## config.mk

```make
export PLATFORM = sky130hd
export DESIGN_NAME = gts_queue
export DESIGN_NICKNAME = d
export VERILOG_FILES = /design/src/sv/gts_pkg.sv /design/src/sv/gts_queue.sv
export SDC_FILE = /design/constraint.sdc
export NUM_CORES = 1
export LEC_CHECK = 0
export ABC_AREA = 1
export ABC_CLOCK_PERIOD_IN_PS = 2710
export BUFFER_PORTS_ARGS = -buffer_cell sky130_fd_sc_hd__buf_2
export CORE_MARGIN = 4
export CORE_UTILIZATION = 51
export CTS_CLUSTER_SIZE = 10
export DETAILED_ROUTE_END_ITERATION = 16
export GPL_TIMING_DRIVEN = 0
export PLACE_DENSITY = 0.84
export SYNTH_ARGS = -nofsm -noshare
export SYNTH_HDL_FRONTEND = slang
export SYNTH_SLANG_ARGS = --single-unit
```

## constraint.sdc

```tcl
create_clock -name clk -period 2.71 [get_ports clk]
set_input_delay 0.542 -clock clk [delete_from_list [all_inputs] [get_ports clk]]
set_output_delay 0.542 -clock clk [all_outputs]
set_load 0.1 [all_outputs]
```

## src/sv/gts_pkg.sv

```systemverilog
// shared types and constants for the grid tile sparse set
`default_nettype none

package gts_pkg;

  // field widths fixed by the interface
  localparam int ACT_W   = 2;
  localparam int COORD_W = 8;
  localparam int AREA_W  = 8;
  localparam int CFG_W   = 7;
  localparam int CFG_IDX_W = 1;

  // width used to compare a coordinate against the saturated map size
  localparam int LIM_W = 9;

  // default sizes
  localparam int DEF_MAX_SIDE  = 64;
  localparam int DEF_MAX_TILES = 4096;

  // command queue between front and back
  localparam int QUEUE_DEPTH = 2;
  localparam int QPTR_W      = $clog2(QUEUE_DEPTH);
  localparam int QCNT_W      = $clog2(QUEUE_DEPTH + 1);

  // map size after reset
  localparam logic [CFG_W-1:0] MAP_SIZE_RESET = CFG_W'(64);

  // configuration register indexes
  localparam logic [CFG_IDX_W-1:0] REG_MAP_WIDTH  = 1'b0;
  localparam logic [CFG_IDX_W-1:0] REG_MAP_HEIGHT = 1'b1;

  // action codes on the input port
  localparam logic [ACT_W-1:0] ACT_ADD    = 2'd0;
  localparam logic [ACT_W-1:0] ACT_REMOVE = 2'd1;
  localparam logic [ACT_W-1:0] ACT_LOOKUP = 2'd2;

  // classified command kind
  typedef enum logic [1:0] {
    CLS_FAIL   = 2'd0,
    CLS_ADD    = 2'd1,
    CLS_REMOVE = 2'd2,
    CLS_LOOKUP = 2'd3
  } cls_t;

  typedef struct packed {
    cls_t              cls;
    logic [COORD_W-1:0] x;
    logic [COORD_W-1:0] y;
    logic [AREA_W-1:0]  area;
  } cmd_t;

endpackage

`default_nettype wire

```

## src/sv/gts_queue.sv

```systemverilog
// short command queue between front and back
`default_nettype none

module gts_queue (
  input  logic          clk,
  input  logic          rst,
  input  logic          wr_valid,
  output logic          wr_ready,
  input  gts_pkg::cmd_t wr_data,
  output logic          rd_valid,
  input  logic          rd_ready,
  output gts_pkg::cmd_t rd_data
);
  import gts_pkg::*;

  cmd_t              slots [QUEUE_DEPTH];
  logic [QPTR_W-1:0] wr_ptr;
  logic [QPTR_W-1:0] rd_ptr;
  logic [QCNT_W-1:0] count;
  logic              push;
  logic              pop;

  assign wr_ready = (count != QCNT_W'(QUEUE_DEPTH));
  assign rd_valid = (count != '0);
  assign rd_data  = slots[rd_ptr];
  assign push     = wr_valid && wr_ready;
  assign pop      = rd_valid && rd_ready;

  always_ff @(posedge clk) begin
    if (push) begin
      slots[wr_ptr] <= wr_data;
    end
  end

  always_ff @(posedge clk) begin
    if (rst) begin
      wr_ptr <= '0;
      rd_ptr <= '0;
      count  <= '0;
    end else begin
      if (push) begin
        wr_ptr <= (wr_ptr == QPTR_W'(QUEUE_DEPTH - 1)) ? '0 : wr_ptr + QPTR_W'(1);
      end
      if (pop) begin
        rd_ptr <= (rd_ptr == QPTR_W'(QUEUE_DEPTH - 1)) ? '0 : rd_ptr + QPTR_W'(1);
      end
      if (push && !pop) begin
        count <= count + QCNT_W'(1);
      end else if (pop && !push) begin
        count <= count - QCNT_W'(1);
      end
    end
  end

endmodule

`default_nettype wire

```

==> impl_metrics.toml, run 1 <==
[run_status]
status = "finished, final reports clean"

[timing]
setup_viol = 0
skew_ps = 5.788
drv_slew = 0
relSlewSlack_pct = 48.35
max_freq_mhz = 480.6
min_period_over_period_pct = 76.78
rsz0062_at_grt = "false"
finalHoldViolCount = 0
setup_ws_ps = 629.2
finalCriticalPeriod_ps = 2081
tightest_slew_ps = 773.9

[critical_path]
worst-path-buf-inv = 3
endpoint = "rd_data[18]"
cp_cell_sequence = "buf_6 > buf_12 > mux2_4 > buf_2"
path_class = "reg2out"
worstSetupStartpointType = "register"
slowest_stage = "dfxtp_1"
r2r_end = "slots[1][18]"
timing.rr.start = "count[0]"
required_ps = 2170
path_delay_family = "buffers and inverters"
crit_cells = 4
crit_arrival_ps = 1540
slowest_delay_ps = 320
cp-end-kind = "primary output"
r2r_cells = 5
reg2reg_slack_ps = 920
critPathMaxFanout = 10

[drt]
drtPass1Iterations = 4
viasPerCell = 4.947
drc = 0
wl_per_cell_um = 14.79
drt_wl_total_um = 3593
ant_nets = 0
drt_iter0_markers = 21
vias = 1202

[global_routing]
grt_antenna_before_repair = 0
busiest_layer = "met2"
met2_usage_pct = 26.08
grt_pass1_vias = 1289
grt_max_degree = 16
grt_use_met1_pct = 14.53
grt_overflow = 0
grt_use_met3_pct = 3.784
grt_pass1_wl_um = 5671
grt.total_usage_pct = 14.64

[clock_network]
post-cts-setup-buffers = 0
holdBufCountCts = 0
clockBufferDepth = 2
cts_tree = "done"
cts_buffers = 9
htree_num_levels = 3
clock_latency_ps = 320
cts.repair.resized = 0
clkSinkCount = 57
cts_root_buf = "clkbuf_8"
clk_pin_slew_ps = 60

[yosys]
synth_area_um2 = 2220
yosysUniqueCellTypes = 14
synth_cells = 118
synth_nets = 149
ys_seq_area_share_pct = 74.86
ys_ff_latch = 57
yosysWarnings = 0
synth.avg_cell_area_um2 = 18.81

[layout]
drive_above_1_share_pct = 52.33
syn2layout_area_growth_pct = 25.82
layout_commonest_cell = "buf_2"
stdcell_count = 243
nFillCells = 285
nNetsFinal = 219
layout_common_cells = "buf_2 (57), edfxtp_1 (52), mux2_4 (20)"
diodes = 0

[die]
start_util_pct = 53.94
core-area_um2 = 4115
io_pins = 58
dieHeight_um = 73.97
die_x_um = 73.97
rows = 23
die_area_um2 = 5472

[place]
dp_hpwl_um = 2705
portBuffers = 57
placed_cells = 227
pre_cts_slack_ps = 791.5
gp_congestion = 0.6950

[pwr]
ir_worst_vdd_mv = 0.7334
cellLeakagePower_nw = 1.138
power.density_nw_per_um2 = 1231

[min_path]
hold_path_class = "in2reg"

[job]
cap_viol_max_count = 0
==> power breakdown <==
group	total (mW)	internal, mW	switching (mW)
Clock	0.705	0.414	0.291
Sequential	1.15	1.12	0.0395
Combinational	1.58	0.360	1.22
Total	3.44	1.89	1.55
==> metal layers <==
layer	routed length, µm	vias up
met1	1307	568
met2	1932	45
met4	117	0
met5	0	-
met3	235	10
li1	-	579
==> sequential cells by signal (all words and copies together) (netlist names), named ones only <==
signal  flops
count       2
wr_ptr      1
slots      52
rd_ptr      1
==> logic make-up after synthesis <==
kind of cell	Yosys count	synth area share (%)
buf+inv	11	3.664
flops	57	74.86
mux	26	16.57
simple gates	19	3.439
fa+ha+maj	1	0.5636
compound gates	4	0.9020
==> final cells by class <==
| cell class | count | area [µm²] | area share (%) |
|---|---|---|---|
| clock buffer | 11 | 131.4 | 4.704 |
| multi-input combinational | 50 | 481.7 | 17.25 |
| tap | 50 | 62.56 | 2.240 |
| clock inverter | 5 | 46.29 | 1.658 |
| buffer | 3 | 51.30 | 1.837 |
| inverter | 8 | 30.03 | 1.075 |
| sequential | 57 | 1662 | 59.50 |
| timing repair buffer | 59 | 327.8 | 11.74 |
==> stage by stage <==
| step | area (µm²) | hold WS [ps] | power (mW) | TNS [ps] | utilization, % |
|---|---|---|---|---|---|
| 6_report | 2793 | 403.6 | 3.439 | 0 | 67.86 |
| 5_1_grt | 2793 | 388.5 | 3.576 | 0 | 67.86 |
| 4_1_cts | 2793 | 388.7 | 3.477 | 0 | 67.86 |
| 3_5_place_dp | 2615 | 511.6 | 2.767 | 0 | 63.55 |
| 3_3_place_gp | 2567 | 482.0 | 2.704 | -1613 | 62.39 |
| 2_1_floorplan | 2220 | 464.5 | 2.533 | -6487 | - |
==> worst min path at each step <==
stage	start	to	slack, ps	cells past startpoint
2_1_floorplan	rd_ptr	register	460	2
3_3_place_gp	rd_ptr	rd_ptr	480	2
3_5_place_dp	wr_ptr	wr_ptr	510	2
4_1_cts	wr_data[3]	slots[1][3]	390	1
5_1_grt	wr_data[3]	slots[1][3]	390	1
6_report	wr_data[9]	slots[1][9]	400	1
==> synth_stat cells, drive strengths merged <==
master	number	area, µm²
a21oi	2	10.01
nor2	7	26.28
nand2	9	33.78
buf	3	51.30
ha	1	12.51
dfxtp	5	100.1
mux2	26	367.9
edfxtp	52	1562
nand3	2	10.01
inv	8	30.03
o21ai	2	10.01
nand4	1	6.260
Note: power is estimated with default switching activity, not from simulation.
==> inputs of run 2 (changes only) <==
--- a/config.mk
+++ b/config.mk
@@ -6,14 +6,14 @@
 export NUM_CORES = 1
 export LEC_CHECK = 0
 export ABC_AREA = 1
-export ABC_CLOCK_PERIOD_IN_PS = 2710
+export ABC_CLOCK_PERIOD_IN_PS = 1720
 export BUFFER_PORTS_ARGS = -buffer_cell sky130_fd_sc_hd__buf_2
 export CORE_MARGIN = 4
-export CORE_UTILIZATION = 51
+export CORE_UTILIZATION = 46
 export CTS_CLUSTER_SIZE = 10
 export DETAILED_ROUTE_END_ITERATION = 16
 export GPL_TIMING_DRIVEN = 0
-export PLACE_DENSITY = 0.84
+export PLACE_DENSITY = 0.81
 export SYNTH_ARGS = -nofsm -noshare
 export SYNTH_HDL_FRONTEND = slang
 export SYNTH_SLANG_ARGS = --single-unit
==> constraint.sdc (replaced) <==
create_clock -name clk -period 1.72 [get_ports clk]
set_input_delay 0.344 -clock clk [delete_from_list [all_inputs] [get_ports clk]]
set_output_delay 0.344 -clock clk [all_outputs]
set_load 0.1 [all_outputs]
==> run 2 against run 1 <==
  * Clock skew rose by 4.3 ps
  * Sequential power up 61%
  * Global-route usage grew 0.20 points
  * Cell count increased by 2.1%
  * The flow now finishes with violations (negative setup slack)
  * Wire length is 22% higher
  * Core utilization rose by 1.8 points
  * Via count increased by 4.8%
  * Combinational power rose by 110%
  * Sequential share of layout area shrank 8.6 points
  * Worst hold slack worse by 200 ps
  * Register-to-register slack worse by 780 ps
  * Critical path type unchanged
==> impl_metrics.toml, run 2 (synthesis results as in run 1) <==
[drt]
drtPass1Iterations = 4
drt_iter0_markers = 97
wl_per_cell_um = 17.72
ant_nets = 0
vias = 1260
drc = 0
drt_wl_total_um = 4394
viasPerCell = 5.081

[run_status]
status = "finished, violations left"
violations = "negative setup slack"

[die]
core-area_um2 = 4692
die_area_um2 = 6001
rows = 25
die_x_um = 77.47
io_pins = 58
start_util_pct = 47.31
dieHeight_um = 77.47

[min_path]
hold_path_class = "in2reg"

[layout]
largest_register_ffs = 52
layout_commonest_cell = "edfxtp_1"
max_flop_register = "slots"
nNetsFinal = 221
diodes = 0
drive_above_1_share_pct = 56.70
stdcell_count = 248
reg_top3 = "slots (52), count (2)"
utilization_pct = 69.68
syn2layout_area_growth_pct = 47.29
layout_common_cells = "edfxtp_1 (52), buf_12 (30), buf_2 (30)"

[timing]
tightest_slew_ps = 783.2
finalCriticalPeriod_ps = 1778
setup_ws_ps = -58.08
rsz0062_at_grt = "true"
fin_setup_tns_ps = -956.9
min_period_over_period_pct = 103.4
drv_slew = 0
relSlewSlack_pct = 47.66
setup_viol = 26
max_freq_mhz = 562.4
skew_ps = 10.13
finalHoldViolCount = 0

[place]
portBuffers = 57
dp_hpwl_um = 2447
placed_cells = 229
pre_cts_slack_ps = -47.90
gp_congestion = 0.6446

[global_routing]
grt_max_degree = 27
grt_pass1_vias = 1290
grt_antenna_before_repair = 0
grt_pass1_wl_um = 6410
grt.total_usage_pct = 14.84
grt_overflow = 0

[clock_network]
clock_latency_ps = 320
clockBufferDepth = 2
cts_tree = "done"
clkSinkCount = 57
htree_num_levels = 3
clk_pin_slew_ps = 60
cts_buffers = 9
cts_root_buf = "clkbuf_8"

[critical_path]
endpoint = "rd_data[16]"
cp-end-kind = "primary output"
critPathMostFrequentCell = "buf_12"
r2r_cells = 4
path_class = "reg2out"
crit_arrival_ps = 1430
worst-path-buf-inv = 3
slowest_stage = "dfxtp_2"
crit_cells = 4
cp_cell_sequence = "buf_12 > clkbuf_16 > mux2_4 > buf_12"
reg2reg_slack_ps = 140
timing.rr.start = "count[0]"
path_delay_family = "buffers and inverters"
worstSetupStartpointType = "register"
critPathMaxFanout = 5
required_ps = 1380
slowest_delay_ps = 340
r2r_end = "slots[0][16]"

[job]
cap_viol_max_count = 0

[pwr]
power_mw = 6.168
power.density_nw_per_um2 = 1887
ir_worst_vdd_mv = 1.319
cellLeakagePower_nw = 1.318
-- run 2: how the worst min path moves through the flow --
stage	to	slack [ps]	from	cells past startpoint
3_5_place_dp	rd_ptr	490	rd_ptr	2
4_1_cts	slots[0][22]	180	wr_data[22]	1
5_1_grt	slots[0][22]	190	wr_data[22]	1
6_report	slots[0][10]	210	wr_data[10]	1
3_3_place_gp	rd_ptr	480	rd_ptr	2
2_1_floorplan	slots[0][0]	440	wr_data[0]	0
-- run 2: report_power, final --
| part | internal, mW | switching, mW | total (mW) | leakage, nW |
|---|---|---|---|---|
| Sequential | 1.76 | 0.0903 | 1.85 | 0.527 |
| Combinational | 1.24 | 2.10 | 3.34 | 0.708 |
| Clock | 0.498 | 0.481 | 0.980 | 0.0831 |
-- run 2: layer usage --
metal | track usage [%] | share of wire [%] | vias up
met5 | 0 | 0 | -
met4 | 8.719 | 2.4 | 0
met3 | 4.872 | 6.8 | 11
met2 | 25.82 | 51 | 60
met1 | 15.58 | 40 | 607
li1 | - | - | 582
-- run 2: metrics by stage --
step	instance area (µm²)	hold slack, ps
after detailed placement	2606	493.6
after global placement	2606	479.0
after CTS	3166	184.3
after floorplan	2253	442.9
final	3269	207.8
after global routing	3269	186.7
-- run 2: worst reg2reg max path, cell delays in order, from the launching register on --
cell and delay [ps]:
dfxtp_1 340, inv_2 90, nand2_8 70, nand2_4 80
nor2_4 610
-- run 2: area by class of cell --
class | instances | area (µm²)
Timing Repair Buffer | 60 | 750.7
Clock inverter | 5 | 23.77
Buffer | 3 | 60.06
Sequential cell | 57 | 1663
Multi-Input combinational cell | 51 | 546.8
Fill cell | 300 | 1423
Clock buffer | 10 | 127.6
Tap cell | 54 | 67.56
Inverter | 8 | 30.03
-- run 2: repair_timing --
action,in CTS,in global routing
buffers inserted,1,0
gates cloned,1,2
setup endpoints to repair,79,78
gates resized for setup,100,18
pin swaps,1,1
hold buffers,0,0
