$ cat src/sv/gts_pkg.sv
// shared types and constants for the grid tile sparse set
`default_nettype none

package gts_pkg;

  // field widths fixed by the interface
  localparam int ACT_W   = 2;
  localparam int COORD_W = 8;
  localparam int AREA_W  = 8;
  localparam int CFG_W   = 7;
  localparam int CFG_IDX_W = 1;

  // width used to compare a coordinate against the saturated map size
  localparam int LIM_W = 9;

  // default sizes
  localparam int DEF_MAX_SIDE  = 64;
  localparam int DEF_MAX_TILES = 4096;

  // command queue between front and back
  localparam int QUEUE_DEPTH = 2;
  localparam int QPTR_W      = $clog2(QUEUE_DEPTH);
  localparam int QCNT_W      = $clog2(QUEUE_DEPTH + 1);

  // map size after reset
  localparam logic [CFG_W-1:0] MAP_SIZE_RESET = CFG_W'(64);

  // configuration register indexes
  localparam logic [CFG_IDX_W-1:0] REG_MAP_WIDTH  = 1'b0;
  localparam logic [CFG_IDX_W-1:0] REG_MAP_HEIGHT = 1'b1;

  // action codes on the input port
  localparam logic [ACT_W-1:0] ACT_ADD    = 2'd0;
  localparam logic [ACT_W-1:0] ACT_REMOVE = 2'd1;
  localparam logic [ACT_W-1:0] ACT_LOOKUP = 2'd2;

  // classified command kind
  typedef enum logic [1:0] {
    CLS_FAIL   = 2'd0,
    CLS_ADD    = 2'd1,
    CLS_REMOVE = 2'd2,
    CLS_LOOKUP = 2'd3
  } cls_t;

  typedef struct packed {
    cls_t              cls;
    logic [COORD_W-1:0] x;
    logic [COORD_W-1:0] y;
    logic [AREA_W-1:0]  area;
  } cmd_t;

endpackage

`default_nettype wire

$ cat src/sv/gts_front.sv
// front end: range check and classification of incoming beats
`default_nettype none

module gts_front #(
  parameter int MAX_SIDE = gts_pkg::DEF_MAX_SIDE
) (
  input  logic                               in_valid,
  output logic                               in_ready,
  input  logic [gts_pkg::ACT_W-1:0]          action,
  input  logic signed [gts_pkg::COORD_W-1:0] x,
  input  logic signed [gts_pkg::COORD_W-1:0] y,
  input  logic [gts_pkg::AREA_W-1:0]         area_id,
  input  logic [gts_pkg::CFG_W-1:0]          map_width,
  input  logic [gts_pkg::CFG_W-1:0]          map_height,
  input  logic                               clearing,
  output logic                               q_valid,
  input  logic                               q_ready,
  output gts_pkg::cmd_t                      q_data
);
  import gts_pkg::*;

  localparam logic [LIM_W-1:0] SIDE_LIM = LIM_W'(MAX_SIDE);

  logic [LIM_W-1:0] w_use;
  logic [LIM_W-1:0] h_use;
  logic             x_ok;
  logic             y_ok;
  cls_t             cls;

  // sizes above the grid saturate
  assign w_use = (LIM_W'(map_width) > SIDE_LIM) ? SIDE_LIM : LIM_W'(map_width);
  assign h_use = (LIM_W'(map_height) > SIDE_LIM) ? SIDE_LIM : LIM_W'(map_height);

  assign x_ok = !x[COORD_W-1] && (LIM_W'(x[COORD_W-2:0]) < w_use);
  assign y_ok = !y[COORD_W-1] && (LIM_W'(y[COORD_W-2:0]) < h_use);

  always_comb begin
    cls = CLS_FAIL;
    if (x_ok && y_ok) begin
      case (action)
        ACT_ADD:    cls = CLS_ADD;
        ACT_REMOVE: cls = CLS_REMOVE;
        ACT_LOOKUP: cls = CLS_LOOKUP;
        default:    cls = CLS_FAIL;
      endcase
    end
  end

  assign in_ready    = q_ready && !clearing;
  assign q_valid     = in_valid && !clearing;
  assign q_data.cls  = cls;
  assign q_data.x    = x;
  assign q_data.y    = y;
  assign q_data.area = area_id;

endmodule

`default_nettype wire

$ cat config.mk
export PLATFORM = sky130hd
export DESIGN_NAME = gts_front
export DESIGN_NICKNAME = d
export VERILOG_FILES = /design/src/sv/gts_pkg.sv /design/src/sv/gts_front.sv
export SDC_FILE = /design/constraint.sdc
export NUM_CORES = 1
export LEC_CHECK = 0
export ABC_AREA = 0
export BUFFER_PORTS_ARGS = -buffer_cell sky130_fd_sc_hd__buf_2
export CORE_MARGIN = 3
export CORE_UTILIZATION = 34
export DETAILED_ROUTE_END_ITERATION = 12
export PLACE_DENSITY = 0.89
export RECOVER_POWER = 50
export SYNTH_ARGS = -nofsm -noshare
export SYNTH_HDL_FRONTEND = slang
export SYNTH_SLANG_ARGS = --single-unit
export TNS_END_PERCENT = 1
$ cat constraint.sdc
create_clock -name vclk -period 2.5
set_clock_uncertainty 0.15 [all_clocks]
set_input_delay 0.5 -clock vclk [all_inputs]
set_output_delay 0.5 -clock vclk [all_outputs]
set_load 0.005 [all_outputs]
==> results.py, run 1 <==
metrics = {
    "layout": {
        "fin_nets": 167,
        "multi_input_area_sq_um": 484.2,
        "antennaDiodeCount": 0,
        "seq_area_sq_um": 0,
        "layout-drive-gt1-share": 0.6852,
        "area_growth_pct": 48.44,
        "clkbuf_count": 0,
        "nFillCells": 158,
        "post-route-util": 0.5460,
        "nFlopsAndLatches": 0,
        "final_cells": 124,
    },
    "drt": {
        "first_pass_iters": 1,
        "routedWlPerCell_microns": 11.98,
        "drt_iter0_markers": 0,
        "ant_nets": 0,
        "drc": 0,
        "wl_mm": 1.485,
        "viasPerCell": 4.935,
        "via_count": 612,
    },
    "timing": {
        "drv_slew": 0,
        "min_period_ns": 2.447,
        "slew_headroom": 0.8513,
        "max_freq_mhz": 408.7,
        "hold_viol": 0,
        "tightest_slew_ns": 0.2212,
        "setup_ws_ns": 0.05312,
        "rsz0062_at_grt": "true",
        "fin_crit_sh": 0.9788,
        "setup_viol_count_final": 0,
    },
    "setup_path": {
        "cp_top_family": "compound AO/OA/AOI/OAI gates",
        "cp.depth": 9,
        "crit_chain": "buf_2, inv_4, nand2_1, ha_4, a211oi_2, o21ai_1, a41o_1, nor3b_2, buf_2",
        "worstSetupStartpoint": "map_width[6]",
        "max_stage_delay_ns": 0.23,
        "worst-setup-path-type": "input pin to output port",
        "crit_top_cell": "buf_2",
        "cp_max_fo": 5,
        "end_kind": "output port",
        "arrival_ns": 1.80,
        "cp.required_ns": 1.85,
        "crit_buf_inv": 3,
        "cp-start-kind": "input pin",
        "slowest_stage": "ha_4",
    },
    "global_route": {
        "overflow": 0,
        "grt_pass1_vias": 587,
        "grt_pass1_wl_mm": 2.145,
        "grt_start_max_net_pins": 6,
        "antenna_found_initial": 0,
        "track_usage": 0.1282,
    },
    "logic_synthesis": {
        "synth_cells": 74,
        "ys_seq_area_frac": 0,
        "synth_fp_nets": 131,
        "synth_area_sq_um": 560.5,
        "synth_cell_types": 21,
        "yosysWarnings": 0,
        "synth.avg_cell_area_sq_um": 7.575,
    },
    "run_status": {
        "status": "complete, no violations",
    },
    "placed_design": {
        "gp_congestion": 0.7118,
        "dp_cells": 123,
        "dp_slack_ns": -0.1683,
        "numPortBuffers": 55,
        "dp_hpwl_mm": 1.257,
    },
    "min_path": {
        "hp-class": "input pin to output port",
        "hp-start": "area_id[0]",
        "hold_depth": 0,
    },
    "floorplanning": {
        "ioPinCount": 71,
        "core-area_sq_mm": 0.001524,
        "row_count": 14,
        "die_h_microns": 46.61,
        "fp.dieW_microns": 46.61,
        "die-area_sq_mm": 0.002172,
        "start_util": 0.3678,
    },
    "power": {
        "power_uw": 130.5,
        "p_leak_nw": 0.4290,
        "peakVddDrop_mv": 0.06889,
        "powerDensity_mw_per_mm2": 156.8,
    },
    "run": {
        "cap_viol_max_count": 0,
    },
}
## final timing paths
path / end
min: q_data[0]
max: q_data[25]
## final cells by class
type / instances / share of cell area
inverter: 4 / 0.02406
multi-input combinational: 46 / 0.5820
tap: 16 / 0.02406
timing repair buffer: 58 / 0.3699
## cells in the mapped netlist, drive strengths merged
cell | count | share of area
nor2 | 2 | 0.013
a21oi | 2 | 0.018
a211oi | 1 | 0.013
o311a | 1 | 0.018
nor3 | 1 | 0.018
nand2b | 1 | 0.011
nand3 | 1 | 0.0089
o21ai | 3 | 0.027
nand4 | 1 | 0.011
inv | 4 | 0.027
buf | 24 | 0.32
nor3b | 1 | 0.022
nor4b | 1 | 0.027
a21boi | 1 | 0.013
a41o | 1 | 0.018
nor4 | 1 | 0.011
a22oi | 1 | 0.013
nand2 | 11 | 0.074
ha | 14 | 0.31
nor2b | 2 | 0.022
## logic make-up after synthesis
logic type,Yosys count,synth area share
compound gates,10,0.1205
buf+inv,28,0.3482
simple gates,22,0.2188
fa+ha+maj,14,0.3125
## routing by layer
metal / up-vias / share of wire / global-route usage
met2: 33 / 0.57 / 0.2940
li1: 302 / - / -
met4: 0 / 0.014 / 0.02841
met1: 273 / 0.32 / 0.1159
met5: - / 0 / 0
met3: 4 / 0.10 / 0
## power breakdown
group / total, mW / switching [mW] / internal [mW]
combinational: 0.130 / 0.0584 / 0.0721
sequential: 0 / 0 / 0
clock: 0 / 0 / 0
total: 0.130 / 0.0584 / 0.0721
## through the flow
| stage | hold slack, ns | instance area (sq um) | TNS (ns) |
|---|---|---|---|
| 6_report | 0.8500 | 832.0 | 0 |
| 3_5_place_dp | 0.8500 | 690.7 | -0.3321 |
| 5_1_grt | 0.8500 | 832.0 | -0.01377 |
| 3_3_place_gp | 0.8500 | 690.7 | -0.2730 |
| 2_1_floorplan | 0.8802 | 560.5 | 0 |
| 4_1_cts | 0.8500 | 770.7 | 0 |
## what timing repair did
item                                   in CTS  in global routing
buffers inserted                            1                  0
endpoints found under the hold margin       0                  0
hold buffers                                0                  0
gates resized for setup                    11                 12
pin swaps                                   8                  6
setup endpoints to repair                   2                  2
## layout by cell type (no fill, tap or decap), drive strengths merged
master  count
buf        55
ha         14
nand2      11
inv         4
clkbuf      3
o21ai       3
a21oi       2
nor2        2
nor2b       2
nand2b      1
nor4b       1
a211oi      1
a22oi       1
nor4        1
a41o        1
nand3       1
a21boi      1
nand4       1
o311a       1
nor3        1
nor3b       1
Note: power is estimated with default switching activity, not from simulation.
==> inputs of run 2 (changes only) <==
--- a/config.mk
+++ b/config.mk
@@ -7,7 +7,7 @@
 export LEC_CHECK = 0
 export ABC_AREA = 0
 export BUFFER_PORTS_ARGS = -buffer_cell sky130_fd_sc_hd__buf_2
-export CORE_MARGIN = 3
+export CORE_MARGIN = 10
 export CORE_UTILIZATION = 34
 export DETAILED_ROUTE_END_ITERATION = 12
 export PLACE_DENSITY = 0.89
==> constraint.sdc (replaced) <==
create_clock -name vclk -period 2.6
set_clock_uncertainty 0.15 [all_clocks]
set_input_delay 0.52 -clock vclk [all_inputs]
set_output_delay 0.52 -clock vclk [all_outputs]
set_load 0.005 [all_outputs]
==> run 2 against run 1 <==
Largest power group unchanged; setup slack improved by 0.040 ns; sequential share of layout area is the same; total power rose by 4.1%; count of clock-buffer cells in the layout unchanged; final cell count is the same; die area up 69%; hold slack gained 0.040 ns; non-clock buffer count is the same; global-route usage down 4.1 points; via count is 1.6% higher.
==> results.py, run 2 (synthesized netlist as in run 1, its figures left out) <==
metrics = {
    "run_status": {
        "status": "complete, no violations",
    },
    "drt": {
        "drt_iter0_markers": 5,
        "viasPerCell": 5.016,
        "wl_mm": 1.925,
        "drc": 0,
        "first_pass_iters": 2,
        "via_count": 622,
        "routedWlPerCell_microns": 15.52,
        "ant_nets": 0,
    },
    "timing": {
        "rsz0062_at_grt": "false",
        "hold_slack_ns": 0.8900,
        "slew_headroom": 0.8671,
        "hold_viol": 0,
        "fin_tns_setup_ns": 0,
        "max_freq_mhz": 398.9,
        "setup_viol_count_final": 0,
        "drv_slew": 0,
        "setup_ws_ns": 0.09312,
        "fin_crit_sh": 0.9642,
        "tightest_slew_ns": 0.1979,
        "min_period_ns": 2.507,
    },
    "setup_path": {
        "worst-setup-path-type": "input pin to output port",
        "arrival_ns": 1.84,
        "cp_max_fo": 4,
        "cp.required_ns": 1.93,
        "cp-start-kind": "input pin",
        "end_kind": "output port",
    },
    "global_route": {
        "grt_pass1_wl_mm": 2.670,
        "antenna_found_initial": 0,
        "track_usage": 0.08696,
        "overflow": 0,
        "grt_start_max_net_pins": 6,
        "grt_pass1_vias": 636,
    },
    "clock_network": {
        "cts.hold.buffers_added": 0,
        "cts_setup_buffers": 0,
    },
    "floorplanning": {
        "core-area_sq_mm": 0.001541,
        "die_h_microns": 60.61,
        "ioPinCount": 71,
        "fp.dieW_microns": 60.61,
        "die-area_sq_mm": 0.003673,
        "row_count": 14,
        "start_util": 0.3636,
    },
    "layout": {
        "clkbuf_count": 0,
        "final_cells": 124,
        "fin_nets": 167,
        "area_growth_pct": 52.23,
        "seq_area_sq_um": 0,
        "final_common_cell": "buf_2",
        "nFlopsAndLatches": 0,
        "layout-drive-gt1-share": 0.6944,
        "post-route-util": 0.5536,
        "antennaDiodeCount": 0,
        "final_cell_mix": "buf_2, nand2_1, ha_1",
    },
    "power": {
        "p_leak_nw": 0.4315,
        "peakVddDrop_mv": 0.06599,
        "powerDensity_mw_per_mm2": 159.1,
    },
    "min_path": {
        "hp-start": "area_id[3]",
        "whs_endpoint": "q_data[3]",
        "hold_depth": 0,
        "hp-class": "input pin to output port",
    },
    "placed_design": {
        "dp_hpwl_mm": 1.719,
        "numPortBuffers": 55,
        "gp_congestion": 0.7212,
        "dp_slack_ns": -0.1355,
        "dp_cells": 124,
    },
    "run": {
        "cap_viol_max_count": 0,
    },
}
[run 2: cell types whose count changed in the layout (fill, tap and decap cells not counted), sizes merged]
cell	previous run	this run
clkbuf	3	4
buf	55	54
[run 2: worst max-delay path, stage by stage]
cell and delay [ns]:
buf_6 0.10, inv_4 0.06, buf_6 0.11, nand2_4 0.05, ha_4 0.23, o21ai_2 0.12
nand2b_1 0.06, a41o_1 0.25, nor3b_2 0.18, buf_2 0.13
[run 2: how the worst max path moves through the flow]
stage                             start          to  cells past startpoint
after global routing       map_width[6]  q_data[25]                     10
after CTS                  map_width[6]  q_data[24]                     10
after global placement     map_width[6]  q_data[24]                      9
after detailed placement  map_height[6]  q_data[25]                      9
after floorplan           map_height[6]  q_data[25]                      7
final                      map_width[6]  q_data[25]                     10
[run 2: layout make-up]
cell class | instances | area [sq um]
inverters | 4 | 22.52
repair buffers | 58 | 311.5
multi-input cells | 46 | 499.2
fillers | 145 | 688.2
well taps | 16 | 20.02
[run 2: routing by layer]
layer	part of all wire	global-route usage
met5	0	0
met4	0.0010	0.003135
met3	0.14	0.03758
met2	0.56	0.1805
met1	0.30	0.07791
[run 2: what timing repair did]
item | 4_1_cts | 5_1_grt
endpoints found under the hold margin | 0 | 0
gates resized for setup | 4 | 26
setup endpoints to repair | 2 | 2
pin swaps | 2 | 14
[run 2: report_power, final]
| group | switching, mW | internal (mW) |
|---|---|---|
| clock network | 0 | 0 |
| logic | 0.0613 | 0.0744 |
| registers | 0 | 0 |
[run 2: metrics by stage]
stage                     area (sq um)  power (mW)
after floorplan                  560.5     0.07141
after global placement           698.2     0.09797
after detailed placement         698.2      0.1041
after CTS                        715.7      0.1090
after global routing             853.3      0.1525
final                            853.3      0.1358
==> inputs of run 3 (changes only) <==
--- a/config.mk
+++ b/config.mk
@@ -7,6 +7,7 @@
 export LEC_CHECK = 0
 export ABC_AREA = 0
 export BUFFER_PORTS_ARGS = -buffer_cell sky130_fd_sc_hd__buf_2
+export CORE_ASPECT_RATIO = 0.8
 export CORE_MARGIN = 10
 export CORE_UTILIZATION = 34
 export DETAILED_ROUTE_END_ITERATION = 12
==> run 3 against run 2 <==
Sequential share of layout area unchanged; critical path depth fell by 1; non-clock buffer count is 1 higher; global-route usage shrank 0.53 points; via count decreased by 2.1%; largest cell class unchanged; largest power group unchanged.
==> results.py, run 3 (synthesized netlist as in run 1, its figures left out) <==
metrics = {
    "drt": {
        "wl_mm": 2.029,
        "drt_iter0_markers": 28,
        "viasPerCell": 4.649,
        "drc": 0,
        "routedWlPerCell_microns": 15.49,
        "via_count": 609,
        "ant_nets": 0,
        "first_pass_iters": 2,
    },
    "timing": {
        "hold_viol": 0,
        "setup_viol_count_final": 0,
        "rsz0062_at_grt": "false",
        "fin_crit_sh": 0.9742,
        "tightest_slew_ns": 0.2249,
        "max_freq_mhz": 394.8,
        "fin_tns_setup_ns": 0,
        "min_period_ns": 2.533,
        "slew_headroom": 0.8488,
        "drv_slew": 0,
    },
    "floorplanning": {
        "core-area_sq_mm": 0.001594,
        "start_util": 0.3516,
        "row_count": 13,
        "die-area_sq_mm": 0.003683,
        "ioPinCount": 71,
        "die_h_microns": 56.32,
        "fp.dieW_microns": 65.40,
    },
    "layout": {
        "final_common_cell": "buf_2",
        "fin_nets": 168,
        "nFlopsAndLatches": 0,
        "clkbuf_count": 0,
        "final_cell_mix": "buf_2, nand2_1, ha_4, ha_1, clkbuf_1",
        "layout-drive-gt1-share": 0.6697,
        "antennaDiodeCount": 0,
        "area_growth_pct": 50.00,
        "seq_area_sq_um": 0,
        "post-route-util": 0.5275,
        "final_cells": 131,
    },
    "setup_path": {
        "crit_end": "q_data[25]",
        "end_kind": "output port",
        "cp_max_fo": 5,
        "arrival_ns": 1.86,
        "cp-start-kind": "input pin",
        "worst-setup-path-type": "input pin to output port",
        "worstSetupStartpoint": "map_height[6]",
        "cp.required_ns": 1.93,
    },
    "global_route": {
        "track_usage": 0.08165,
        "grt_pass1_vias": 618,
        "grt_start_max_net_pins": 6,
        "grt_pass1_wl_mm": 2.601,
        "gr-usage-met1": 0.06615,
        "grtUsageMet3": 0.03564,
        "grt-busiest-layer": "met2",
        "overflow": 0,
        "met2_usage": 0.1697,
        "antenna_found_initial": 0,
    },
    "run": {
        "cap_viol_max_count": 0,
    },
    "clock_network": {
        "cts.hold.buffers_added": 0,
    },
    "placed_design": {
        "dp_cells": 130,
        "gp_congestion": 0.8053,
        "dp_hpwl_mm": 1.648,
        "numPortBuffers": 55,
    },
    "min_path": {
        "hp-class": "input pin to output port",
        "hold_depth": 0,
    },
    "run_status": {
        "status": "complete, no violations",
    },
    "power": {
        "power_uw": 130.2,
        "powerDensity_mw_per_mm2": 154.9,
        "peakVddDrop_mv": 0.06931,
        "p_leak_nw": 0.4294,
    },
}
## run 3: final cells by class
class,count,area [sq um]
repair buffers,59,309.0
well taps,22,27.53
multi-input cells,46,481.7
inverters,4,22.52
fillers,149,753.2
## run 3: worst min-delay path by stage
stage               startpoint         to
finish              area_id[4]  q_data[4]
global placement    area_id[6]  q_data[6]
CTS                 area_id[6]  q_data[6]
floorplan             clearing   in_ready
global route        area_id[5]  q_data[5]
detailed placement  area_id[6]  q_data[6]
## run 3: critical path, stage by stage
cell,delay [ns]
buf_2,0.12
inv_4,0.07
nand2_2,0.06
ha_4,0.22
a21oi_2,0.13
a21boi_1,0.08
o311a_1,0.37
nor3b_2,0.16
buf_2,0.13
## run 3: through the flow
step	hold WS, ns	worst slack [ns]	area [sq um]
after floorplan	0.9202	0.1861	560.5
after global placement	0.8900	-0.08204	705.7
after detailed placement	0.8900	-0.1755	705.7
after CTS	0.8900	0.01036	726.9
after global routing	0.8900	0.005850	840.8
final	0.8900	0.06716	840.8
## run 3: where the power goes
| group | internal, mW | total (mW) | switching, mW |
|---|---|---|---|
| logic | 0.0713 | 0.130 | 0.0590 |
| clock network | 0 | 0 | 0 |
| registers | 0 | 0 | 0 |
## run 3: timing repair
| action | CTS | global route |
|---|---|---|
| setup endpoints to repair | 2 | 2 |
| resized for setup | 5 | 21 |
| pin swaps | 2 | 10 |
| setup buffers | 0 | 1 |
## run 3: layer usage
metal | routed length (microns) | share of wire
met3 | 209 | 0.10
met1 | 656 | 0.32
met2 | 1124 | 0.55
met5 | 0 | 0
met4 | 38 | 0.019
